<file path="src/hdl/drafa_pkg.sv">
`default_nettype none

package drafa_pkg;

    localparam int START_BITS       = 22;
    localparam int LINE_SAMPLE_BITS = 12;

    localparam int FRAME_BITS    = 24;
    localparam int LEN_BITS      = 16;
    localparam int LINE_BITS     = 16;
    localparam int LAST_BITS     = LEN_BITS + 1;
    localparam int RUNS_BITS     = 16;
    localparam int TOTAL_BITS    = 40;
    localparam int CFG_DATA_BITS = LINE_SAMPLE_BITS + 1;
    localparam int CFG_IDX_BITS  = 3;
    localparam int CNT_BITS      = $clog2(START_BITS + 1);

    localparam logic [LINE_SAMPLE_BITS-1:0] SPL_RESET = LINE_SAMPLE_BITS'(910);

    typedef logic [START_BITS-1:0]       t_start;
    typedef logic [LINE_SAMPLE_BITS-1:0] t_sample;
    typedef logic [CFG_DATA_BITS-1:0]    t_cfg_data;
    typedef logic [FRAME_BITS-1:0]       t_frame;
    typedef logic [LEN_BITS-1:0]         t_len;
    typedef logic [LINE_BITS-1:0]        t_line;
    typedef logic [LAST_BITS-1:0]        t_last;
    typedef logic [RUNS_BITS-1:0]        t_runs;
    typedef logic [TOTAL_BITS-1:0]       t_total;
    typedef logic [CNT_BITS-1:0]         t_cnt;

    typedef enum logic [CFG_IDX_BITS-1:0] {
        CFG_SAMPLES_PER_LINE  = 3'd0,
        CFG_FIRST_ACTIVE_LINE = 3'd1,
        CFG_LAST_ACTIVE_LINE  = 3'd2,
        CFG_ACTIVE_START      = 3'd3,
        CFG_ACTIVE_END        = 3'd4,
        CFG_VISIBLE_MODE      = 3'd5,
        CFG_COLLECT_DETAIL    = 3'd6
    } t_cfg_idx;

    typedef enum logic {
        REQ_RUN       = 1'b0,
        REQ_FRAME_END = 1'b1
    } t_req;

    typedef enum logic {
        KIND_DETAIL = 1'b0,
        KIND_STATS  = 1'b1
    } t_kind;

    typedef enum logic [1:0] {
        ST_IDLE,
        ST_DIVIDE,
        ST_FILTER,
        ST_COMMIT
    } t_state;

    // divider handoff
    typedef struct packed {
        logic    done;
        t_start  quo;
        t_sample rem;
    } t_div_res;

endpackage

`default_nettype wire

</file>
<file path="src/hdl/drafa_if.sv">
`default_nettype none

interface drafa_in_if;
    logic                valid;
    logic                ready;
    logic                req_type;
    drafa_pkg::t_frame   frame_id;
    drafa_pkg::t_start   run_start;
    drafa_pkg::t_len     run_length;

    modport source (output valid, req_type, frame_id, run_start, run_length,
                    input ready);
    modport sink   (input valid, req_type, frame_id, run_start, run_length,
                    output ready);
endinterface

interface drafa_out_if;
    logic                valid;
    logic                ready;
    logic                result_kind;
    drafa_pkg::t_frame   out_frame;
    drafa_pkg::t_line    line_index;
    drafa_pkg::t_sample  first_sample;
    drafa_pkg::t_last    last_sample;
    drafa_pkg::t_len     kept_length;
    drafa_pkg::t_runs    frame_runs;
    drafa_pkg::t_total   frame_total;
    logic                has_dropouts;

    modport source (output valid, result_kind, out_frame, line_index, first_sample,
                    last_sample, kept_length, frame_runs, frame_total, has_dropouts,
                    input ready);
    modport sink   (input valid, result_kind, out_frame, line_index, first_sample,
                    last_sample, kept_length, frame_runs, frame_total, has_dropouts,
                    output ready);
endinterface

interface drafa_cfg_if;
    logic                                       valid;
    logic                                       ready;
    logic [drafa_pkg::CFG_IDX_BITS-1:0]         index;
    drafa_pkg::t_cfg_data                       data;

    modport source (output valid, index, data, input ready);
    modport sink   (input valid, index, data, output ready);
endinterface

`default_nettype wire

</file>
<file path="src/hdl/drafa_div.sv">
`default_nettype none

// Radix-2 restoring divider, one quotient bit per cycle.
module drafa_div (
    input  wire                 i_clk,
    input  wire                 i_rst_n,
    input  wire                 i_start,
    input  drafa_pkg::t_start   i_dividend,
    input  drafa_pkg::t_sample  i_divisor,
    output drafa_pkg::t_div_res o_res
);

    logic               r_busy, n_busy;
    drafa_pkg::t_cnt    r_cnt, n_cnt;
    drafa_pkg::t_start  r_quo, n_quo;
    drafa_pkg::t_sample r_rem, n_rem;
    drafa_pkg::t_sample r_div, n_div;

    logic [drafa_pkg::LINE_SAMPLE_BITS:0] trial;
    logic [drafa_pkg::LINE_SAMPLE_BITS:0] diff;
    logic                                 fits;

    always_comb begin
        trial = {r_rem, r_quo[drafa_pkg::START_BITS-1]};
        diff  = trial - {1'b0, r_div};
        fits  = (trial >= {1'b0, r_div});
    end

    always_comb begin
        n_busy = r_busy;
        n_cnt  = r_cnt;
        n_quo  = r_quo;
        n_rem  = r_rem;
        n_div  = r_div;
        if (i_start) begin
            n_busy = 1'b1;
            n_cnt  = drafa_pkg::CNT_BITS'(drafa_pkg::START_BITS);
            n_quo  = i_dividend;
            n_rem  = '0;
            n_div  = i_divisor;
        end else if (r_busy) begin
            n_quo = {r_quo[drafa_pkg::START_BITS-2:0], fits};
            n_rem = fits ? diff[drafa_pkg::LINE_SAMPLE_BITS-1:0]
                         : trial[drafa_pkg::LINE_SAMPLE_BITS-1:0];
            n_cnt = r_cnt - drafa_pkg::CNT_BITS'(1);
            if (r_cnt == drafa_pkg::CNT_BITS'(1)) begin
                n_busy = 1'b0;
            end
        end
    end

    always_ff @(posedge i_clk) begin
        if (!i_rst_n) begin
            r_busy <= 1'b0;
            r_cnt  <= '0;
        end else begin
            r_busy <= n_busy;
            r_cnt  <= n_cnt;
        end
        r_quo <= n_quo;
        r_rem <= n_rem;
        r_div <= n_div;
    end

    // done marks the cycle of the final step; results settle at that edge
    assign o_res.done = r_busy && (r_cnt == drafa_pkg::CNT_BITS'(1));
    assign o_res.quo  = r_quo;
    assign o_res.rem  = r_rem;

endmodule

`default_nettype wire

</file>
<file path="src/hdl/dropout_run_area_filter_accumulator.sv">
// Run item: the divider splits the start (DIVIDE), filter and clamp are registered
//   (FILTER), and the result (if any) goes to the output register (COMMIT).
// Frame end: statistics registered in COMMIT, straight after accept in IDLE.
// Rate set by the bit-serial divider, one quotient bit per cycle; a stalled
//   output holds the commit stage. Input ready only in IDLE; config port is always ready.
// Reset (i_rst_n low, synchronous): config to defaults, accumulators cleared, output empty.
`default_nettype none

module dropout_run_area_filter_accumulator (
    input  wire           i_clk,
    input  wire           i_rst_n,
    drafa_in_if.sink      i_in,
    drafa_out_if.source   o_out,
    drafa_cfg_if.sink     i_cfg
);

    localparam int LSB = drafa_pkg::LINE_SAMPLE_BITS;
    localparam int SUM_BITS = drafa_pkg::LAST_BITS;

    // ---------------------------------------------------------------
    // Configuration registers
    // ---------------------------------------------------------------
    drafa_pkg::t_sample   r_spl;
    drafa_pkg::t_cfg_data r_fal, r_lal, r_as, r_ae;
    logic                 r_vis, r_det;

    assign i_cfg.ready = 1'b1;

    always_ff @(posedge i_clk) begin
        if (!i_rst_n) begin
            r_spl <= drafa_pkg::SPL_RESET;
            r_fal <= '1;
            r_lal <= '1;
            r_as  <= '1;
            r_ae  <= '1;
            r_vis <= 1'b0;
            r_det <= 1'b0;
        end else if (i_cfg.valid) begin
            case (i_cfg.index)
                drafa_pkg::CFG_SAMPLES_PER_LINE:  r_spl <= i_cfg.data[LSB-1:0];
                drafa_pkg::CFG_FIRST_ACTIVE_LINE: r_fal <= i_cfg.data;
                drafa_pkg::CFG_LAST_ACTIVE_LINE:  r_lal <= i_cfg.data;
                drafa_pkg::CFG_ACTIVE_START:      r_as  <= i_cfg.data;
                drafa_pkg::CFG_ACTIVE_END:        r_ae  <= i_cfg.data;
                drafa_pkg::CFG_VISIBLE_MODE:      r_vis <= i_cfg.data[0];
                drafa_pkg::CFG_COLLECT_DETAIL:    r_det <= i_cfg.data[0];
                default: ;  // unmapped index, write dropped
            endcase
        end
    end

    // ---------------------------------------------------------------
    // Control
    // ---------------------------------------------------------------
    drafa_pkg::t_state   r_state, n_state;
    drafa_pkg::t_div_res div_res;

    logic in_accept;
    logic div_start;
    logic out_busy;      // output register holds a beat that is not taken
    logic commit_go;

    assign in_accept = i_in.valid && i_in.ready;
    assign out_busy  = o_out.valid && !o_out.ready;

    always_comb begin
        n_state = r_state;
        case (r_state)
            drafa_pkg::ST_IDLE: begin
                if (in_accept) begin
                    n_state = (i_in.req_type == drafa_pkg::REQ_FRAME_END)
                            ? drafa_pkg::ST_COMMIT : drafa_pkg::ST_DIVIDE;
                end
            end
            drafa_pkg::ST_DIVIDE: begin
                if (div_res.done) begin
                    n_state = drafa_pkg::ST_FILTER;
                end
            end
            drafa_pkg::ST_FILTER: n_state = drafa_pkg::ST_COMMIT;
            drafa_pkg::ST_COMMIT: begin
                if (!out_busy) begin
                    n_state = drafa_pkg::ST_IDLE;
                end
            end
            default: n_state = drafa_pkg::ST_IDLE;
        endcase
    end

    always_comb begin
        i_in.ready = 1'b0;
        commit_go  = 1'b0;
        case (r_state)
            drafa_pkg::ST_IDLE:   i_in.ready = 1'b1;
            drafa_pkg::ST_COMMIT: commit_go  = !out_busy;
            default: ;
        endcase
    end

    assign div_start = in_accept && (i_in.req_type == drafa_pkg::REQ_RUN);

    always_ff @(posedge i_clk) begin
        if (!i_rst_n) begin
            r_state <= drafa_pkg::ST_IDLE;
        end else begin
            r_state <= n_state;
        end
    end

    // ---------------------------------------------------------------
    // Item capture and start split (line = start / spl, sample = remainder)
    // ---------------------------------------------------------------
    logic              r_type;
    drafa_pkg::t_frame r_frame;
    drafa_pkg::t_len   r_len;

    always_ff @(posedge i_clk) begin
        if (in_accept) begin
            r_type  <= i_in.req_type;
            r_frame <= i_in.frame_id;
            r_len   <= i_in.run_length;
        end
    end

    drafa_pkg::t_sample divisor;
    assign divisor = (r_spl == '0) ? LSB'(1) : r_spl;  // zero divisor acts as one

    drafa_div u_div (
        .i_clk      (i_clk),
        .i_rst_n    (i_rst_n),
        .i_start    (div_start),
        .i_dividend (i_in.run_start),
        .i_divisor  (divisor),
        .o_res      (div_res)
    );

    // ---------------------------------------------------------------
    // Area filter and clamp (FILTER state)
    // ---------------------------------------------------------------
    drafa_pkg::t_start line;
    logic [SUM_BITS-1:0] sample, s_end, act_s, act_e, cs, ce, kept_w;
    logic line_en, samp_en, line_ok, samp_ok, clamp;

    always_comb begin
        line    = div_res.quo;
        sample  = SUM_BITS'(div_res.rem);
        s_end   = sample + SUM_BITS'(r_len);
        act_s   = SUM_BITS'(r_as[LSB-1:0]);
        act_e   = SUM_BITS'(r_ae[LSB-1:0]);
        // a negative bound turns off its window
        line_en = !r_fal[LSB] && !r_lal[LSB];
        samp_en = !r_as[LSB] && !r_ae[LSB];
        line_ok = !(r_vis && line_en)
               || ((line >= drafa_pkg::t_start'(r_fal[LSB-1:0]))
                && (line <= drafa_pkg::t_start'(r_lal[LSB-1:0])));
        samp_ok = !(r_vis && samp_en) || ((sample < act_e) && (s_end > act_s));
        clamp   = r_vis && samp_en;
        cs      = (clamp && (act_s > sample)) ? act_s : sample;
        ce      = (clamp && (act_e < s_end)) ? act_e : s_end;
        // inverted window leaves nothing, run still counts
        kept_w  = (ce > cs) ? (ce - cs) : '0;
    end

    logic               r_keep;
    drafa_pkg::t_sample r_cs;
    drafa_pkg::t_len    r_kept;
    drafa_pkg::t_line   r_line;

    always_ff @(posedge i_clk) begin
        if (r_state == drafa_pkg::ST_FILTER) begin
            r_keep <= line_ok && samp_ok;
            r_cs   <= cs[LSB-1:0];
            r_kept <= kept_w[drafa_pkg::LEN_BITS-1:0];
            r_line <= (line > drafa_pkg::t_start'({drafa_pkg::LINE_BITS{1'b1}}))
                    ? '1 : line[drafa_pkg::LINE_BITS-1:0];
        end
    end

    // ---------------------------------------------------------------
    // Frame accumulators and output register (COMMIT state)
    // ---------------------------------------------------------------
    drafa_pkg::t_runs  r_runs;
    drafa_pkg::t_total r_total;
    logic [drafa_pkg::TOTAL_BITS:0] total_sum;
    logic is_end, emit_detail;

    assign is_end      = (r_type == drafa_pkg::REQ_FRAME_END);
    assign total_sum   = {1'b0, r_total} + (drafa_pkg::TOTAL_BITS + 1)'(r_kept);
    assign emit_detail = !is_end && r_keep && r_det && (r_kept != '0);

    always_ff @(posedge i_clk) begin
        if (!i_rst_n) begin
            r_runs  <= '0;
            r_total <= '0;
        end else if (commit_go) begin
            if (is_end) begin
                r_runs  <= '0;
                r_total <= '0;
            end else if (r_keep) begin
                if (r_runs != '1) begin
                    r_runs <= r_runs + drafa_pkg::RUNS_BITS'(1);
                end
                r_total <= total_sum[drafa_pkg::TOTAL_BITS]
                         ? '1 : total_sum[drafa_pkg::TOTAL_BITS-1:0];
            end
        end
    end

    logic r_ovalid;

    always_ff @(posedge i_clk) begin
        if (!i_rst_n) begin
            r_ovalid <= 1'b0;
        end else if (commit_go && (is_end || emit_detail)) begin
            r_ovalid <= 1'b1;
        end else if (o_out.ready) begin
            r_ovalid <= 1'b0;
        end
    end

    always_ff @(posedge i_clk) begin
        if (commit_go && (is_end || emit_detail)) begin
            o_out.out_frame <= r_frame;
            if (is_end) begin
                o_out.result_kind  <= drafa_pkg::KIND_STATS;
                o_out.line_index   <= '0;
                o_out.first_sample <= '0;
                o_out.last_sample  <= '0;
                o_out.kept_length  <= '0;
                o_out.frame_runs   <= r_runs;
                o_out.frame_total  <= r_total;
                o_out.has_dropouts <= (r_runs != '0);
            end else begin
                o_out.result_kind  <= drafa_pkg::KIND_DETAIL;
                o_out.line_index   <= r_line;
                o_out.first_sample <= r_cs;
                o_out.last_sample  <= drafa_pkg::t_last'(r_cs) + drafa_pkg::t_last'(r_kept)
                                    - drafa_pkg::t_last'(1);
                o_out.kept_length  <= r_kept;
                o_out.frame_runs   <= '0;
                o_out.frame_total  <= '0;
                o_out.has_dropouts <= 1'b0;
            end
        end
    end

    assign o_out.valid = r_ovalid;

endmodule

`default_nettype wire

</file>
<file path="src/flat_wrapper.sv">
// flat-port wrapper written by rule: the top's interface ports become plain ports
module dropout_run_area_filter_accumulator_flat 
  (i_clk, i_rst_n, i_in_valid, i_in_req_type, i_in_frame_id, i_in_run_start, i_in_run_length, i_in_ready, o_out_valid, o_out_result_kind, o_out_out_frame, o_out_line_index, o_out_first_sample, o_out_last_sample, o_out_kept_length, o_out_frame_runs, o_out_frame_total, o_out_has_dropouts, o_out_ready, i_cfg_valid, i_cfg_index, i_cfg_data, i_cfg_ready);
  drafa_in_if i_in_i ();
  drafa_out_if o_out_i ();
  drafa_cfg_if i_cfg_i ();
  input  wire i_clk;
  input  wire i_rst_n;
  input wire logic [$bits(i_in_i.valid)-1:0] i_in_valid;
  input wire logic [$bits(i_in_i.req_type)-1:0] i_in_req_type;
  input wire logic [$bits(i_in_i.frame_id)-1:0] i_in_frame_id;
  input wire logic [$bits(i_in_i.run_start)-1:0] i_in_run_start;
  input wire logic [$bits(i_in_i.run_length)-1:0] i_in_run_length;
  output wire logic [$bits(i_in_i.ready)-1:0] i_in_ready;
  output wire logic [$bits(o_out_i.valid)-1:0] o_out_valid;
  output wire logic [$bits(o_out_i.result_kind)-1:0] o_out_result_kind;
  output wire logic [$bits(o_out_i.out_frame)-1:0] o_out_out_frame;
  output wire logic [$bits(o_out_i.line_index)-1:0] o_out_line_index;
  output wire logic [$bits(o_out_i.first_sample)-1:0] o_out_first_sample;
  output wire logic [$bits(o_out_i.last_sample)-1:0] o_out_last_sample;
  output wire logic [$bits(o_out_i.kept_length)-1:0] o_out_kept_length;
  output wire logic [$bits(o_out_i.frame_runs)-1:0] o_out_frame_runs;
  output wire logic [$bits(o_out_i.frame_total)-1:0] o_out_frame_total;
  output wire logic [$bits(o_out_i.has_dropouts)-1:0] o_out_has_dropouts;
  input wire logic [$bits(o_out_i.ready)-1:0] o_out_ready;
  input wire logic [$bits(i_cfg_i.valid)-1:0] i_cfg_valid;
  input wire logic [$bits(i_cfg_i.index)-1:0] i_cfg_index;
  input wire logic [$bits(i_cfg_i.data)-1:0] i_cfg_data;
  output wire logic [$bits(i_cfg_i.ready)-1:0] i_cfg_ready;
  assign i_in_i.valid = i_in_valid;
  assign i_in_i.req_type = i_in_req_type;
  assign i_in_i.frame_id = i_in_frame_id;
  assign i_in_i.run_start = i_in_run_start;
  assign i_in_i.run_length = i_in_run_length;
  assign i_in_ready = i_in_i.ready;
  assign o_out_valid = o_out_i.valid;
  assign o_out_result_kind = o_out_i.result_kind;
  assign o_out_out_frame = o_out_i.out_frame;
  assign o_out_line_index = o_out_i.line_index;
  assign o_out_first_sample = o_out_i.first_sample;
  assign o_out_last_sample = o_out_i.last_sample;
  assign o_out_kept_length = o_out_i.kept_length;
  assign o_out_frame_runs = o_out_i.frame_runs;
  assign o_out_frame_total = o_out_i.frame_total;
  assign o_out_has_dropouts = o_out_i.has_dropouts;
  assign o_out_i.ready = o_out_ready;
  assign i_cfg_i.valid = i_cfg_valid;
  assign i_cfg_i.index = i_cfg_index;
  assign i_cfg_i.data = i_cfg_data;
  assign i_cfg_ready = i_cfg_i.ready;
  dropout_run_area_filter_accumulator u_core (.i_clk(i_clk), .i_rst_n(i_rst_n), .i_in(i_in_i), .o_out(o_out_i), .i_cfg(i_cfg_i));
endmodule
</file>
<file path="config.mk">
export PLATFORM = sky130hd
export DESIGN_NAME = dropout_run_area_filter_accumulator_flat
export DESIGN_NICKNAME = d
export VERILOG_FILES = /design/src/hdl/drafa_pkg.sv /design/src/hdl/drafa_if.sv /design/src/hdl/drafa_div.sv /design/src/hdl/dropout_run_area_filter_accumulator.sv /design/src/flat_wrapper.sv
export SDC_FILE = /design/constraint.sdc
export NUM_CORES = 1
export LEC_CHECK = 0
export BUFFER_PORTS_ARGS = -buffer_cell sky130_fd_sc_hd__buf_2
export CAP_MARGIN = 20
export CORE_MARGIN = 1.5
export CORE_UTILIZATION = 60
export CTS_CLUSTER_DIAMETER = 30
export DETAILED_ROUTE_END_ITERATION = 10
export PLACE_DENSITY_LB_ADDON = 0.12
export SYNTH_ARGS = -nofsm -noshare
export SYNTH_HDL_FRONTEND = slang
export SYNTH_SLANG_ARGS = --single-unit
</file>
<file path="constraint.sdc">
create_clock -name i_clk -period 22.5 [get_ports i_clk]
set_clock_uncertainty 0.05 [all_clocks]
set_input_delay 4.5 -clock i_clk [delete_from_list [all_inputs] [get_ports i_clk]]
set_output_delay 4.5 -clock i_clk [all_outputs]
set_load 0.005 [all_outputs]
</file>
# After elaboration in Yosys (flattened, before gate mapping)

Cells that the tools add are included.

Flip-flop bits (word level): 406
Output and inout bits: 146
Logic and storage cells: 141

Add/sub/neg operators: 8
Magnitude comparators: 9
Eq/ne operators: 14
Multiplexer cells: 26
Bitwise logic cells: 2
Reductions and logical operators: 49

Operator list:

| operator                                                               | number |
|---|---|
| 40-bit 2-to-1 mux                                                      | 3 |
| 16-bit 2-to-1 mux                                                      | 3 |
| 22-bit 2-to-1 mux                                                      | 2 |
| 40-bit by 16-bit adder with 41-bit output                              | 1 |
| 12-bit by 16-bit adder with 17-bit output                              | 2 |
| 17-bit by 12-bit > comparator with 1-bit output                        | 2 |
| 16-bit nonzero test                                                    | 2 |
| 12-bit 2-to-1 mux                                                      | 2 |
| 22-bit by 12-bit greater-or-equal comparator with 1-bit output         | 1 |
| 22-bit by 16-bit > comparator with 1-bit output, second input constant | 1 |
| 22-bit by 12-bit <= comparator with 1-bit output                       | 1 |
| 1-bit logical AND                                                      | 17 |
| 12-bit by 17-bit less-than comparator with 1-bit output                | 1 |
| 17-bit 2-to-1 mux                                                      | 1 |
| 17-bit by 1-bit subtractor with 17-bit output, second input constant   | 1 |
| 16-bit by 1-bit adder with 16-bit output, second input constant        | 1 |
| 16-bit != test, second input constant                                  | 1 |
| 2-bit AND reduction                                                    | 8 |
| 16-bit subtractor                                                      | 1 |
| 13-bit by 12-bit greater-or-equal comparator with 1-bit output         | 1 |
| 12-bit > comparator                                                    | 1 |
| 12-bit logical NOT                                                     | 1 |
| 12-bit less-than comparator                                            | 1 |
| 12-bit subtractor                                                      | 1 |
| other kinds (21)                                                       | 52 |

# Depth between registers and ports, before layout

Gate-level depths: netlist (run 1).

Word-level depth: 7
Mapped depth: 29

# Modules after synthesis

From an unflattened synthesis (run 1), not the netlist that was laid out.

Cells, all modules: 1939
Area, all modules: 20773.7 um^2

By module, submodules not included:

| module                              | times used | cells each | area each (um^2) |
|---|---|---|---|
| dropout_run_area_filter_accumulator | 1          | 1689       | 17898.4 |
| drafa_div                           | 1          | 250        | 2875.3 |

# Worst setup path after synthesis (run 1)

No wires, ideal clock.

Path type: input port to flip-flop
From: input port o_out_ready
To: register u_core.o_out.first_sample[0] (enable)
Setup time: 0.695 ns
Data arrival time: 11.653 ns
Data required time: 21.755 ns
Path slack: 10.102 ns
Stages: 3
Buffers on the path: 0
Path through: nor2b_1 nand2b_1 a21oi_1

Word-level cells in the longest chain between the ends: 5

Ends and longest elaborated chain:

| item                 | RTL line                                   | source |
|---|---|---|
| from (decl)          | flat_wrapper.sv:25                         | `input wire logic [$bits(o_out_i.ready)-1:0] o_out_ready;` |
| 1-bit logical NOT    | dropout_run_area_filter_accumulator.sv:64  | `assign out_busy = o_out.valid && !o_out.ready;` |
| 1-bit logical AND    | dropout_run_area_filter_accumulator.sv:64  |  |
| 1-bit logical NOT    | --                                         |  |
| 1-bit 2-to-1 mux     | dropout_run_area_filter_accumulator.sv:93  | `case (r_state)` |
| 1-bit logical AND    | dropout_run_area_filter_accumulator.sv:222 | `if (commit_go && (is_end \|\| emit_detail)) begin` |
| to (signal assigned) | dropout_run_area_filter_accumulator.sv:236 | `o_out.first_sample <= r_cs;` |
| to (decl)            | drafa_if.sv:30                             | `modport source (output valid, result_kind, out_frame, line_index, first_sample,` |

No other way between the ends.
A chain may end at the register's enable or synchronous reset.

# Final worst setup path (run 1)

From: register u_core.u_div.r_rem[4]
To: register u_core.r_kept[14], data pin

Word-level cells in the longest chain between the ends: 5

Ends and longest elaborated chain:

| item                                                                                        | RTL line                                   | source |
|---|---|---|
| from (decl)                                                                                 | drafa_div.sv:16                            | `drafa_pkg::t_sample r_rem, n_rem;` |
| from (signal assigned)                                                                      | drafa_div.sv:61                            | `r_rem <= n_rem;` |
| 12-bit by 16-bit adder with 17-bit output                                                   | dropout_run_area_filter_accumulator.sv:147 | `s_end = sample + SUM_BITS'(r_len);` |
| 12-bit by 17-bit less-than comparator with 1-bit output                                     | dropout_run_area_filter_accumulator.sv:159 | `ce = (clamp && (act_e < s_end)) ? act_e : s_end;` |
| 1-bit logical AND                                                                           | dropout_run_area_filter_accumulator.sv:159 |  |
| 17-bit 2-to-1 mux                                                                           | dropout_run_area_filter_accumulator.sv:159 |  |
| 16-bit subtractor / 17-bit by 12-bit > comparator with 1-bit output (equally long branches) | dropout_run_area_filter_accumulator.sv:161 | `kept_w = (ce > cs) ? (ce - cs) : '0;` |
| to (signal assigned)                                                                        | dropout_run_area_filter_accumulator.sv:173 | `r_kept <= kept_w[drafa_pkg::LEN_BITS-1:0];` |
| to (decl)                                                                                   | dropout_run_area_filter_accumulator.sv:166 | `drafa_pkg::t_len r_kept;` |

Several ways; a longest one is shown, not always the timed one.

==> flow_summary.json, run 1 <==
{
  "ys.flop_type": "edfxtp_1",
  "final_common_cell": "edfxtp_1",
  "clkSinkCount": 406,
  "finalSetupTns_ps": 0,
  "ctsResizeCount": 0,
  "min_to": "u_core.o_out.out_frame[3]",
  "finalNetCount": 2510,
  "power_density_nw_per_um2": 141,
  "maxSlewViolCount": 0,
  "die_w_um": 190,
  "drcViolationCount": 0,
  "gp_congestion": 0.994,
  "dp.cells": 2637,
  "synth_fp_nets": 2273,
  "leakagePower_uw": 0.0107,
  "rrSetupSlack_ps": 15470,
  "cts_root_buffer": "clkbuf_16",
  "core_um2": 34500,
  "synthesis.instances": 2027,
  "routed_wl_um": 50700,
  "r2r-start": "u_core.u_div.r_rem[4]",
  "firstDrtPassIters": 7,
  "endpoint_kind": "register",
  "clk_path_buf_depth": 3,
  "worstMarginPinSlew_ps": 984,
  "grt_first_pass_wirelength_um": 80000,
  "synth-edff-count": 263,
  "antenna_found_initial": 2,
  "yosysUniqueCellTypes": 84,
  "cts_buffers": 77,
  "rows": 68,
  "crit_fanout": 16,
  "final_core_util_pct": 73.3,
  "cts-htree-levels": 3,
  "ys_seq_area_share_pct": 51.4,
  "syn_area_um2": 20900,
  "dp.final_hpwl_um": 36300,
  "arrival_ps": 7290,
  "required_ps": 22760,
  "stdcell_count": 2786,
  "finalHoldViolations": 0,
  "drive_above_1_share_pct": 18.7,
  "ys_ff_latch": 406,
  "vdd_ir_drop_max_v": 0.0000929,
  "synth_top_cell_area_share_pct": 37.8,
  "rsz0062_at_grt": "no",
  "wl_per_cell_um": 18.2,
  "status": "completed",
  "cp-start-kind": "register",
  "holdBufCountCts": 0,
  "die_area_um2": 36000,
  "cts_tree": "done",
  "cap_violations": 0,
  "crit_type": "register to register",
  "gr-total-overflow": 0,
  "grt_util_all_layers_pct": 28.2,
  "postSynthAreaPerCell_um2": 10.3,
  "hold_ws_ps": 360,
  "drtIter0Drc": 1159,
  "grt_max_degree": 92,
  "period_minus_slack_ps": 7030,
  "place_ws_ps": 15030,
  "min_from": "u_core.r_frame[3]",
  "yosys_warnings": 0,
  "startpoint": "u_core.u_div.r_rem[4]",
  "timing.rr.end": "u_core.r_kept[14]",
  "grt_pass1_vias": 15500,
  "area_delta_synth_final_pct": 20.7,
  "max_freq_mhz": 142,
  "via_count": 16100,
  "clock_latency_ps": 580,
  "synth.largest_area_cell": "edfxtp_1",
  "layout_setup_ws_ps": 15470,
  "fp.dieH_um": 190,
  "cts.clk_slew.worst_paths_ps": 50,
  "setup_violations": 0,
  "ff2ff_path_depth": 26,
  "synthTopCellsByArea": "edfxtp_1, dfxtp_1, ha_1",
  "postCtsSetupRepairBufs": 0,
  "final_cell_mix": "edfxtp_1, nand2_1, buf_2, inv_1, ha_1",
  "min_path_type": "register to register",
  "fin_crit_sh_pct": 31.3,
  "relSlewSlack_pct": 34.4,
  "synthArstFlopShare_pct": 0,
  "portBuffers": 228,
  "whs_path_depth": 0,
  "ioPinCount": 230,
  "vias_per_cell": 5.76,
  "postRouteAntennaNets": 0,
  "start_util_pct": 60.7
}
[worst max-delay path, cell delays in order (launching register included)]
cell	delay, ps
dfxtp_1	540
ha_1	370
a21oi_1	200
o21a_1	220
o21bai_1	90
a21oi_1	260
o21bai_1	90
a21oi_1	170
xnor2_1	210
inv_1	80
ha_1	300
o211ai_1	100
a21oi_1	60
a221o_1	370
a31oi_1	170
o21ai_0	150
a21oi_2	710
mux2i_1	430
ha_1	310
nor2b_1	150
o31a_1	300
o21ai_2	230
o211ai_1	170
a21oi_2	230
o32a_1	520
o21bai_1	210
nor4_2	60
[synthesized netlist by cell type (8+ instances only)]
| cell | count |
|---|---|
| xor2_1 | 22 |
| o21bai_1 | 8 |
| and3_1 | 17 |
| o211ai_1 | 59 |
| a311oi_1 | 9 |
| nand3_1 | 46 |
| and2_1 | 62 |
| a211o_1 | 8 |
| a21o_1 | 27 |
| dfxtp_1 | 143 |
| xnor2_1 | 36 |
| or2_2 | 21 |
| nand4_1 | 22 |
| a21oi_1 | 77 |
| a211oi_1 | 21 |
| o21a_1 | 20 |
| nor3_1 | 33 |
| nand2b_1 | 14 |
| inv_1 | 170 |
| nor2b_1 | 40 |
| clkbuf_1 | 75 |
| a31oi_1 | 17 |
| or3_1 | 12 |
| nor4_1 | 16 |
| a21boi_0 | 16 |
| ha_1 | 157 |
| o21ai_0 | 78 |
| mux2i_1 | 37 |
| edfxtp_1 | 263 |
| nor2_1 | 151 |
| nand2_1 | 230 |
[worst max path at each step]
stage,depth (start not counted),slack [ps],to
3_3_place_gp,6,15130,u_core.o_out.line_index[13]
6_report,26,15470,u_core.r_kept[14]
2_1_floorplan,3,10100,u_core.o_out.first_sample[0]
5_1_grt,28,15070,u_core.r_kept[14]
4_1_cts,26,15580,u_core.r_kept[14]
3_5_place_dp,6,15030,u_core.o_out.line_index[13]
[logic make-up (layout without fill, tap and decap cells)]
| kind of cell | after synthesis | count (layout) | synth area share (%) |
|---|---|---|---|
| DFF | 406 | 406 | 51.4 |
| other | 1 | 3 | 0.0179 |
| muxes | 40 | 40 | 1.93 |
| AOI/OAI and AO/OA | 408 | 408 | 13.4 |
| and+or+nand+nor | 696 | 696 | 16.1 |
| xor gates and xnor gates | 58 | 58 | 2.43 |
| adders and majority gates | 162 | 162 | 9.87 |
| buffers and inverters | 256 | 558 | 4.72 |
[metal layers]
layer / share of wire [%] / vias to the layer above / GRT usage (%) / wire length, um
met1: 42 / 7570 / 37.1 / 21500
met4: 3.8 / 0 / 12.5 / 1910
met2: 47 / 593 / 45.9 / 23900
li1: - / 7758 / - / -
met3: 6.6 / 135 / 5.05 / 3350
met5: 0 / - / 0 / 0
[report_power, final]
| group | internal (uW) | total [uW] | switching (uW) |
|---|---|---|---|
| combinational | 532 | 1320 | 787 |
| clock | 811 | 1200 | 388 |
| sequential | 961 | 1050 | 88.8 |
| total | 2300 | 3570 | 1260 |
[layout make-up]
class / count / area, um^2
sequential: 406 / 10800
fill: 2456 / 9210
multi-input combinational: 1365 / 9190
clock buffer: 94 / 2140
timing repair buffer: 243 / 1300
clock inverter: 50 / 652
inverter: 171 / 642
tap: 455 / 569
antenna: 2 / 5.00
[through the flow]
step	total power, uW	instance area (um^2)
after floorplan	2010	20900
after global placement	2290	22400
after detailed placement	2340	22400
after CTS	3560	25200
after global routing	3780	25200
final	3570	25200
[flip-flops by register name, indices dropped and copies added (netlist names), 17 cells and up]
signal	count
u_core.r_frame	24
u_core.o_out.last_sample	17
u_core.u_div.r_quo	22
u_core.r_total	40
u_core.o_out.frame_total	40
u_core.o_out.out_frame	24
No activity file was read; power rests on OpenSTA's default activity.
==> run 2, diff against run 1 <==
- ABC_AREA: default -> 1
- clock period: 22.5 -> 6.82 ns (I/O delays scaled with it)
==> run 2 against run 1 <==
Total power grew to 3.0 times the previous value. Cell area grew 1.7%. Non-clock buffer count shrank 3. Combinational power grew to 2.8 times the previous value. Hold slack gained 4.1 ps. Final cell count grew 15%. Sequential power grew to 3.2 times the previous value. Register-to-register slack lost 15000 ps. Setup slack lost 15000 ps. Largest power group is now the clock network.
==> flow_summary.json, run 2 <==
{
  "firstDrtPassIters": 6,
  "gr-total-overflow": 0,
  "gp_congestion": 0.973,
  "drive_above_1_share_pct": 15.5,
  "clock_latency_ps": 600,
  "maxSlewViolCount": 0,
  "grt_util_all_layers_pct": 29.4,
  "wl_per_cell_um": 16.7,
  "postCtsSetupRepairBufs": 0,
  "ioPinCount": 230,
  "n_fill_cell": 2543,
  "p_int_uw": 6910,
  "period_minus_slack_ps": 5940,
  "dp.final_hpwl_um": 39300,
  "start_util_pct": 61.5,
  "synth_top_cell_area_share_pct": 36.9,
  "synthesis.instances": 2445,
  "worstMarginPinSlew_ps": 1080,
  "min_path_type": "register to register",
  "cts.clk_slew.worst_paths_ps": 50,
  "worst-path-buf-inv": 4,
  "max_freq_mhz": 168,
  "final_common_cell": "nand2_1",
  "crit_fanout": 30,
  "yosysUniqueCellTypes": 56,
  "vdd_ir_drop_max_v": 0.000264,
  "drtIter0Drc": 1297,
  "synth-edff-count": 263,
  "antenna_found_initial": 0,
  "cts_tree": "done",
  "endpoint_kind": "register",
  "portBuffers": 228,
  "ys_seq_area_share_pct": 50.3,
  "cts_buffers": 79,
  "required_ps": 7100,
  "syn_area_um2": 21400,
  "grt_first_pass_wirelength_um": 84800,
  "arrival_ps": 6220,
  "finalNetCount": 2937,
  "die_w_um": 192,
  "final_cell_mix": "nand2_1, inv_1, edfxtp_1, buf_2, a21oi_1",
  "postRouteAntennaNets": 0,
  "relSlewSlack_pct": 27.8,
  "cts_root_buffer": "clkbuf_16",
  "synth.largest_area_cell": "edfxtp_1",
  "routed_wl_um": 53800,
  "path_delay_family": "simple AND/OR/NAND/NOR gates",
  "fp.dieH_um": 192,
  "grt_pass1_vias": 16800,
  "reg_top3": "u_core.o_out.frame_total (40), u_core.r_total (40)",
  "p_switching_uw": 3880,
  "die_area_um2": 36800,
  "synthTopCellsByArea": "edfxtp_1, dfxtp_1, nand2_1",
  "combinationalPowerShare_pct": 33.7,
  "cts-htree-levels": 3,
  "final_core_util_pct": 73.8,
  "fin_crit_sh_pct": 87.1,
  "clkSinkCount": 406,
  "netlist_top_cells_count": "nand2_1, inv_1, edfxtp_1, a21oi_1, nor2_1",
  "crit_type": "register to register",
  "seq_power_share_pct": 30.7,
  "status": "completed",
  "synthArstFlopShare_pct": 0,
  "leakagePower_uw": 0.0119,
  "ys_ff_latch": 406,
  "ctsResizeCount": 0,
  "cap_violations": 0,
  "cp_common_cell": "nand2_1",
  "setup_violations": 0,
  "core_um2": 34800,
  "postSynthAreaPerCell_um2": 8.76,
  "power_density_nw_per_um2": 420,
  "rsz0062_at_grt": "no",
  "drcViolationCount": 0,
  "area_delta_synth_final_pct": 19.9,
  "slowest_stage": "dfxtp_1",
  "synth_most_common_cell": "nand2_1",
  "p_sw_share_pct": 36.0,
  "holdBufCountCts": 0,
  "antenna_cells": 0,
  "finalHoldViolations": 0,
  "vias_per_cell": 5.49,
  "rows": 68,
  "yosys_warnings": 0,
  "grt_max_degree": 124,
  "cpPeakStageDelay_ps": 470,
  "clk_path_buf_depth": 3,
  "synth_fp_nets": 2691,
  "cp-start-kind": "register",
  "ys.flop_type": "edfxtp_1",
  "via_count": 17600,
  "clkPwrFrac_pct": 35.6,
  "finalSetupTns_ps": 0
}
[run 2: changes by cell type after synthesis, moves of 23 or more]
cell | before | now
mux2i_1 | 37 | 0
and2_1 | 62 | 2
a21o_1 | 27 | 4
nand2_1 | 230 | 527
nand3_1 | 46 | 87
inv_1 | 170 | 398
a21oi_1 | 77 | 173
nor2b_1 | 40 | 0
o21ai_0 | 78 | 148
[run 2: per-stage QoR]
stage	total power [uW]	hold WS [ps]	worst slack (ps)	instance area (um^2)	instances
after floorplan	6010	350	880	21400	2445
after CTS	10800	365	866	25600	3212
after detailed placement	6930	355	911	22900	3064
final	10800	364	879	25700	3213
after global placement	6820	350	1160	22900	3064
after global routing	11500	370	347	25700	3213
[run 2: kinds of logic (layout without fill, tap and decap cells)]
logic type	after synthesis	after routing	share of synthesized area, %
xor gates and xnor gates	53	53	2.17
and+or+nand+nor	908	908	17.9
other	1	1	0.0175
adders and majority gates	162	162	9.64
AOI/OAI and AO/OA	437	437	11.5
buffers and inverters	478	791	8.50
DFF	406	406	50.3
[run 2: path summary, 6_finish.rpt]
path / from / end / slack, ps / cells past startpoint
setup / recovery: u_core.u_div.r_rem[0] / u_core.r_kept[1] / 880 / 38
hold / removal: u_core.r_frame[11] / u_core.o_out.out_frame[11] / 360 / 0
setup reg to reg: u_core.u_div.r_rem[0] / u_core.r_kept[1] / 880 / 38
hold reg to reg: u_core.r_frame[11] / u_core.o_out.out_frame[11] / 360 / 0
[run 2: power groups by stage]
stage	clock, uW	sequential [uW]	combinational [uW]
detailed placement	0	3360	3570
global placement	0	3340	3480
global route	4000	3330	4120
finish	3840	3320	3640
CTS	3880	3310	3610
floorplan	0	3290	2720
[run 2: layout make-up]
type / instances / area, um^2 / area share [%]
flip-flops and latches: 406 / 10800 / 41.9
inverters: 403 / 1520 / 5.90
repair buffers: 240 / 1260 / 4.92
multi-input cells: 1561 / 8860 / 34.5
clock inverters: 57 / 626 / 2.44
well taps: 455 / 569 / 2.22
clock buffers: 91 / 2070 / 8.08
[run 2: per-layer routing]
layer,global-route usage (%),vias up,wire (um)
met5,0,-,0
met4,10.8,0,1580
met3,5.19,107,3880
met2,47.6,645,25100
met1,39.7,8233,23200
li1,-,8644,-
